$ cat config.mk
export PLATFORM = sky130hd
export DESIGN_NAME = rsi_sqrt
export DESIGN_NICKNAME = d
export VERILOG_FILES = /design/src/rtl/rsi_pkg.sv /design/src/rtl/rsi_sqrt.sv
export SDC_FILE = /design/constraint.sdc
export NUM_CORES = 2
export LEC_CHECK = 0
export BUFFER_PORTS_ARGS = -buffer_cell sky130_fd_sc_hd__buf_4
export CAP_MARGIN = 25
export CORE_MARGIN = 3
export CORE_UTILIZATION = 65
export DETAILED_ROUTE_END_ITERATION = 7
export PLACE_DENSITY_LB_ADDON = 0.05
export SYNTH_ARGS = -nofsm -noshare
export SYNTH_HDL_FRONTEND = slang
export SYNTH_SLANG_ARGS = --single-unit
$ cat constraint.sdc
create_clock -name i_clk -period 9 [get_ports i_clk]
set_input_delay 1.35 -clock i_clk [delete_from_list [all_inputs] [get_ports i_clk]]
set_output_delay 1.35 -clock i_clk [all_outputs]
set_load 0.005 [all_outputs]
$ cat src/rtl/rsi_pkg.sv
package rsi_pkg;

    // fraction bits of the direction components
    localparam int DIR_FRAC = 14;

    // field widths of a transaction
    localparam int COORD_W  = 16;
    localparam int RADIUS_W = 13;
    localparam int DIST_W   = 18;

    // internal widths
    localparam int OFS_W    = COORD_W + 1;          // origin minus center
    localparam int PROD_W   = OFS_W + COORD_W;      // one term of the dot product
    localparam int SQ_W     = 2 * COORD_W;          // one squared offset, nonnegative
    localparam int RR_W     = 2 * RADIUS_W;         // radius squared
    localparam int SUM_W    = PROD_W + 2;           // dot product and |o|^2 - r^2
    localparam int HB_W     = 20;                   // half-b term
    localparam int HBSQ_W   = 38;                   // half-b squared, nonnegative
    localparam int DISC_W   = 40;                   // discriminant
    localparam int ROOT_W   = DISC_W / 2;           // floor square root
    localparam int REM_W    = ROOT_W + 2;           // square root partial remainder
    localparam int T_W      = HB_W + 2;             // root of the quadratic

    localparam logic [DIST_W-1:0] DIST_MAX = {DIST_W{1'b1}};

    // data that rides alongside the square root
    typedef struct packed {
        logic signed [HB_W-1:0] hb;
        logic                   miss;
    } t_side;

endpackage

$ cat src/rtl/rsi_sqrt.sv
module rsi_sqrt import rsi_pkg::*; (
    input  logic                i_clk,
    input  logic                i_rst_n,
    input  logic                i_vld,
    input  logic [DISC_W-1:0]   i_rad,
    input  t_side               i_side,
    output logic                o_rdy,
    output logic                o_vld,
    output logic [ROOT_W-1:0]   o_root,
    output t_side               o_side,
    input  logic                i_rdy
);

    localparam int NS = ROOT_W;

    typedef struct packed {
        logic [DISC_W-1:0]  rad;
        logic [REM_W-1:0]   rem;
        logic [ROOT_W-1:0]  root;
        t_side              side;
    } t_sq_stage;

    // one restoring digit: two radicand bits in, one root bit out
    function automatic t_sq_stage sq_step(input t_sq_stage a);
        logic [REM_W+1:0] cur;
        logic [REM_W+1:0] trial;
        t_sq_stage        b;
        b     = a;
        cur   = {a.rem, a.rad[DISC_W-1 -: 2]};
        trial = {{(REM_W-ROOT_W){1'b0}}, a.root, 2'b01};
        b.rad = {a.rad[DISC_W-3:0], 2'b00};
        if (cur >= trial) begin
            b.rem  = REM_W'(cur - trial);
            b.root = {a.root[ROOT_W-2:0], 1'b1};
        end else begin
            b.rem  = cur[REM_W-1:0];
            b.root = {a.root[ROOT_W-2:0], 1'b0};
        end
        return b;
    endfunction

    t_sq_stage          r_st [NS];
    t_sq_stage          n_st [NS];
    logic [NS-1:0]      r_vld;
    logic [NS-1:0]      adv;
    t_sq_stage          entry;

    // stage moves when empty or when the stage after it moves
    always_comb begin
        adv[NS-1] = !r_vld[NS-1] || i_rdy;
        for (int k = NS - 2; k >= 0; k--) begin
            adv[k] = !r_vld[k] || adv[k+1];
        end
    end

    assign o_rdy = adv[0];

    // next value of every digit stage
    always_comb begin
        entry.rad  = i_rad;
        entry.rem  = '0;
        entry.root = '0;
        entry.side = i_side;
        n_st[0] = sq_step(entry);
        for (int k = 1; k < NS; k++) begin
            n_st[k] = sq_step(r_st[k-1]);
        end
    end

    // valid bits
    always_ff @(posedge i_clk) begin
        if (!i_rst_n) begin
            r_vld <= '0;
        end else begin
            if (adv[0]) begin
                r_vld[0] <= i_vld;
            end
            for (int k = 1; k < NS; k++) begin
                if (adv[k]) begin
                    r_vld[k] <= r_vld[k-1];
                end
            end
        end
    end

    // stage data
    always_ff @(posedge i_clk) begin
        for (int k = 0; k < NS; k++) begin
            if (adv[k]) begin
                r_st[k] <= n_st[k];
            end
        end
    end

    assign o_vld  = r_vld[NS-1];
    assign o_root = r_st[NS-1].root;
    assign o_side = r_st[NS-1].side;

endmodule

==> flow_summary_export.csv <==
group,metric,value,unit
worst_hold_path,timing.hold.worst.class,"reg2reg",
clocking,ctsHtreeMaxLevel,4,
yosys,synth_fa_ha_area_share,4.95,%
die,rows,109,
timing,pin_slew_with_the_least_headroom_to_its_limit,0.984,ns
route,drt.antenna.violating_nets,0,
timing,slew_violations,0,
setup_path,critical_path_peak_fanout,65,
die,die_height,306,um
worst_hold_path,hp-start,"r_st[0][216]",
cells_and_area,final_nets,4364,
timing,min_period_over_period,77.1,%
grt,grt_pass1_wl,152,mm
pwr,power.static_leakage,26.0,nW
yosys,top_flip_flop_cell_by_instance_count_after_synthesis,"edfxtp_1",
timing,setup_repair_after_global_routing_missed_its_margin,"false",
placement,placement.io_buffers,107,
clocking,cts.repair_timing.setup_buffer_count,0,
timing,report.final.setup_viol,0,
yosys,synth-xor-area-share,4.42,%
clocking,cts.root.buffer_cell,"clkbuf_16",
clocking,cts_made_buffers,143,
die,io_pins,108,
cells_and_area,area_delta_synth_final,11.6,%
setup_path,regToRegStartpoint,"r_vld[19]",
setup_path,worstSetupStartpointType,"primary input",
timing,max_slew_margin,33.6,%
route,wirelength,94.5,mm
yosys,top_cell_type_s_share_of_synthesized_area,72.0,%
yosys,synthesis.area,58400,um^2
setup_path,cp.required,7.65,ns
route,violation_count_after_the_first_detailed_route_iteration,2338,
yosys,most_instantiated_library_cell_after_synthesis,"edfxtp_1",
yosys,yosys.cell_types.count,80,
yosys,synthesis.nets,4167,
run_status,outcome,"completed",
placement,gp_routability_congestion,0.857,
pwr,power_per_cell_area,253,nW/um^2
route,via_density,5.68,
yosys,ys_seq_area_share,72.7,%
yosys,count_of_flip_flops_with_a_built_in_enable_after_synthesis,1400,
timing,finalHoldViolations,0,
clocking,cts_resized,0,
yosys,synth_compound_area_share,7.01,%
clocking,cts_tree,"yes",
yosys,synth.top_cells.by_area,"edfxtp_1, ha_1, xnor2_1",
clocking,post_cts_hold_buffer_count,0,
route,detailedRoute.firstPassIterationCount,6,
pwr,report.power.total,16.5,mW
timing,fmax,0.144,GHz
route,wl_per_cell,17.7,um
placement,placed_cells,5085,
yosys,synth.yosys.warnings,0,
route,route.vias.total,30400,
yosys,synth_cell_count_leaders,"edfxtp_1, inv_1, ha_1",
setup_path,crit_path_end_kind,"primary output",
cells_and_area,finalNonFillerCells,5350,
timing,setup-tns-final,0,ns
grt,globalRouteOverflowTotal,0,
setup_path,cp.arrival,5.59,ns
clocking,clkTransAtPathRegs,0.07,ns
setup_path,worstSetupPathType,"in2out",
timing,timing.clock.skew,0.0346,ns
yosys,async_flop_share,0,%
clocking,maximum_buffer_depth_of_the_clock_tree,3,
cells_and_area,final_layout_size_suffix_gt1_share,10.4,%
yosys,main_combinational_cell_family_by_area_after_synthesis,"simple AND/OR/NAND/NOR gates",
die,core-area,88800,um^2
placement,dp_hpwl,64.2,mm
yosys,synthesis.instances,3871,
pwr,irDropWorstVdd,0.000196,V
timing,fin_crit,6.94,ns
grt,global_route.usage.total,20.5,%
grt,grt_pass1_vias,29900,
yosys,post_synth_and_or_nand_nor_area_fraction,7.42,%
clocking,tritoncts_num_sinks,1420,
yosys,synth.mux.area_fraction,0.773,%
yosys,synth_area_leader_cell,"edfxtp_1",
die,die_area,93500,um^2
grt,initial_antenna_violation_count,0,
grt,grt_start_max_net_pins,81,
setup_path,critPathLaunch,"i_rdy",
yosys,synth_seq_cells,1420,
cells_and_area,diodes,0,
yosys,syn-mean-instance-area,15.1,um^2
clocking,clkLatencyLatePin,0.75,ns
die,die_w,306,um
die,start_util,65.8,%
run,max-cap-violations,0,
route,drc_errors,0,
==> layer usage <==
layer	GRT usage (%)	part of all wire, %
met4	6.53	2.2
met1	27.8	44
met5	0	0
met3	3.53	4.6
met2	34.3	49
==> layout make-up <==
class / count / area [um^2]
inverter: 298 / 1120
tap: 1165 / 1460
timing repair buffer: 140 / 1070
sequential: 1420 / 42400
fill: 5488 / 23600
clock buffer: 184 / 3790
multi-input combinational: 2065 / 14400
clock inverter: 78 / 858
==> per-stage QoR <==
step                util, %  hold WS [ns]  cell area [um^2]  setup WS, ns
floorplan                 -         0.400             58400          2.32
global route           73.4         0.411             65200          1.74
detailed placement     68.1         0.405             60500          2.19
global placement       68.1         0.400             60500          2.27
CTS                    73.4         0.409             65100          2.09
finish                 73.4         0.406             65200          2.06
==> flip-flops by register name, indices dropped and copies added (netlist names) <==
signal  cells
r_vld      20
r_st     1400
==> critical path: stages <==
cell     delay (ns)
buf_4          0.11
nor2b_1        0.44
inv_1          0.13
nor4_1         0.73
buf_4          0.28
and4_1         0.32
and3_1         0.33
and3_1         0.38
and3_1         0.43
nand3_4        0.67
buf_4          0.40
==> kinds of logic after synthesis <==
logic type      count (synthesis)
xor+xnor                      295
fa+ha+maj                     231
compound gates                647
buf+inv                       386
other cells                     1
flops                        1420
simple gates                  850
mux                            41
==> worst paths after layout <==
path / endpoint / slack [ns] / cells past startpoint
max: o_rdy / 2.06 / 11
min: r_st[0][317] / 0.41 / 0
min reg2reg: r_st[0][317] / 0.41 / 0
max reg2reg: r_st[0][100] / 4.38 / 9
==> cell usage in the layout, fill, tap and decap left out, types with 20 or more instances in the layout <==
| master | n |
|---|---|
| xor2_1 | 127 |
| nand2_1 | 164 |
| o31ai_1 | 28 |
| nand4_1 | 30 |
| buf_4 | 137 |
| o21a_1 | 66 |
| xnor2_1 | 168 |
| a21o_1 | 59 |
| nor3_1 | 80 |
| and3_1 | 21 |
| a21oi_1 | 217 |
| nor2b_1 | 42 |
| clkbuf_16 | 143 |
| or4_1 | 20 |
| a211oi_1 | 22 |
| ha_1 | 231 |
| clkinv_1 | 30 |
| inv_1 | 286 |
| clkbuf_1 | 35 |
| o21ai_0 | 122 |
| nor4_1 | 36 |
| or3_1 | 28 |
| nand2b_1 | 52 |
| nor2_1 | 224 |
| mux2_2 | 33 |
| nand3_1 | 55 |
| dfxtp_1 | 20 |
| edfxtp_1 | 1400 |
==> where the power goes <==
part	total (mW)	switching (mW)	internal, mW
Clock	5.71	2.45	3.26
Combinational	1.92	1.00	0.918
Sequential	8.84	0.541	8.30
(Power assumes the default switching activity.)
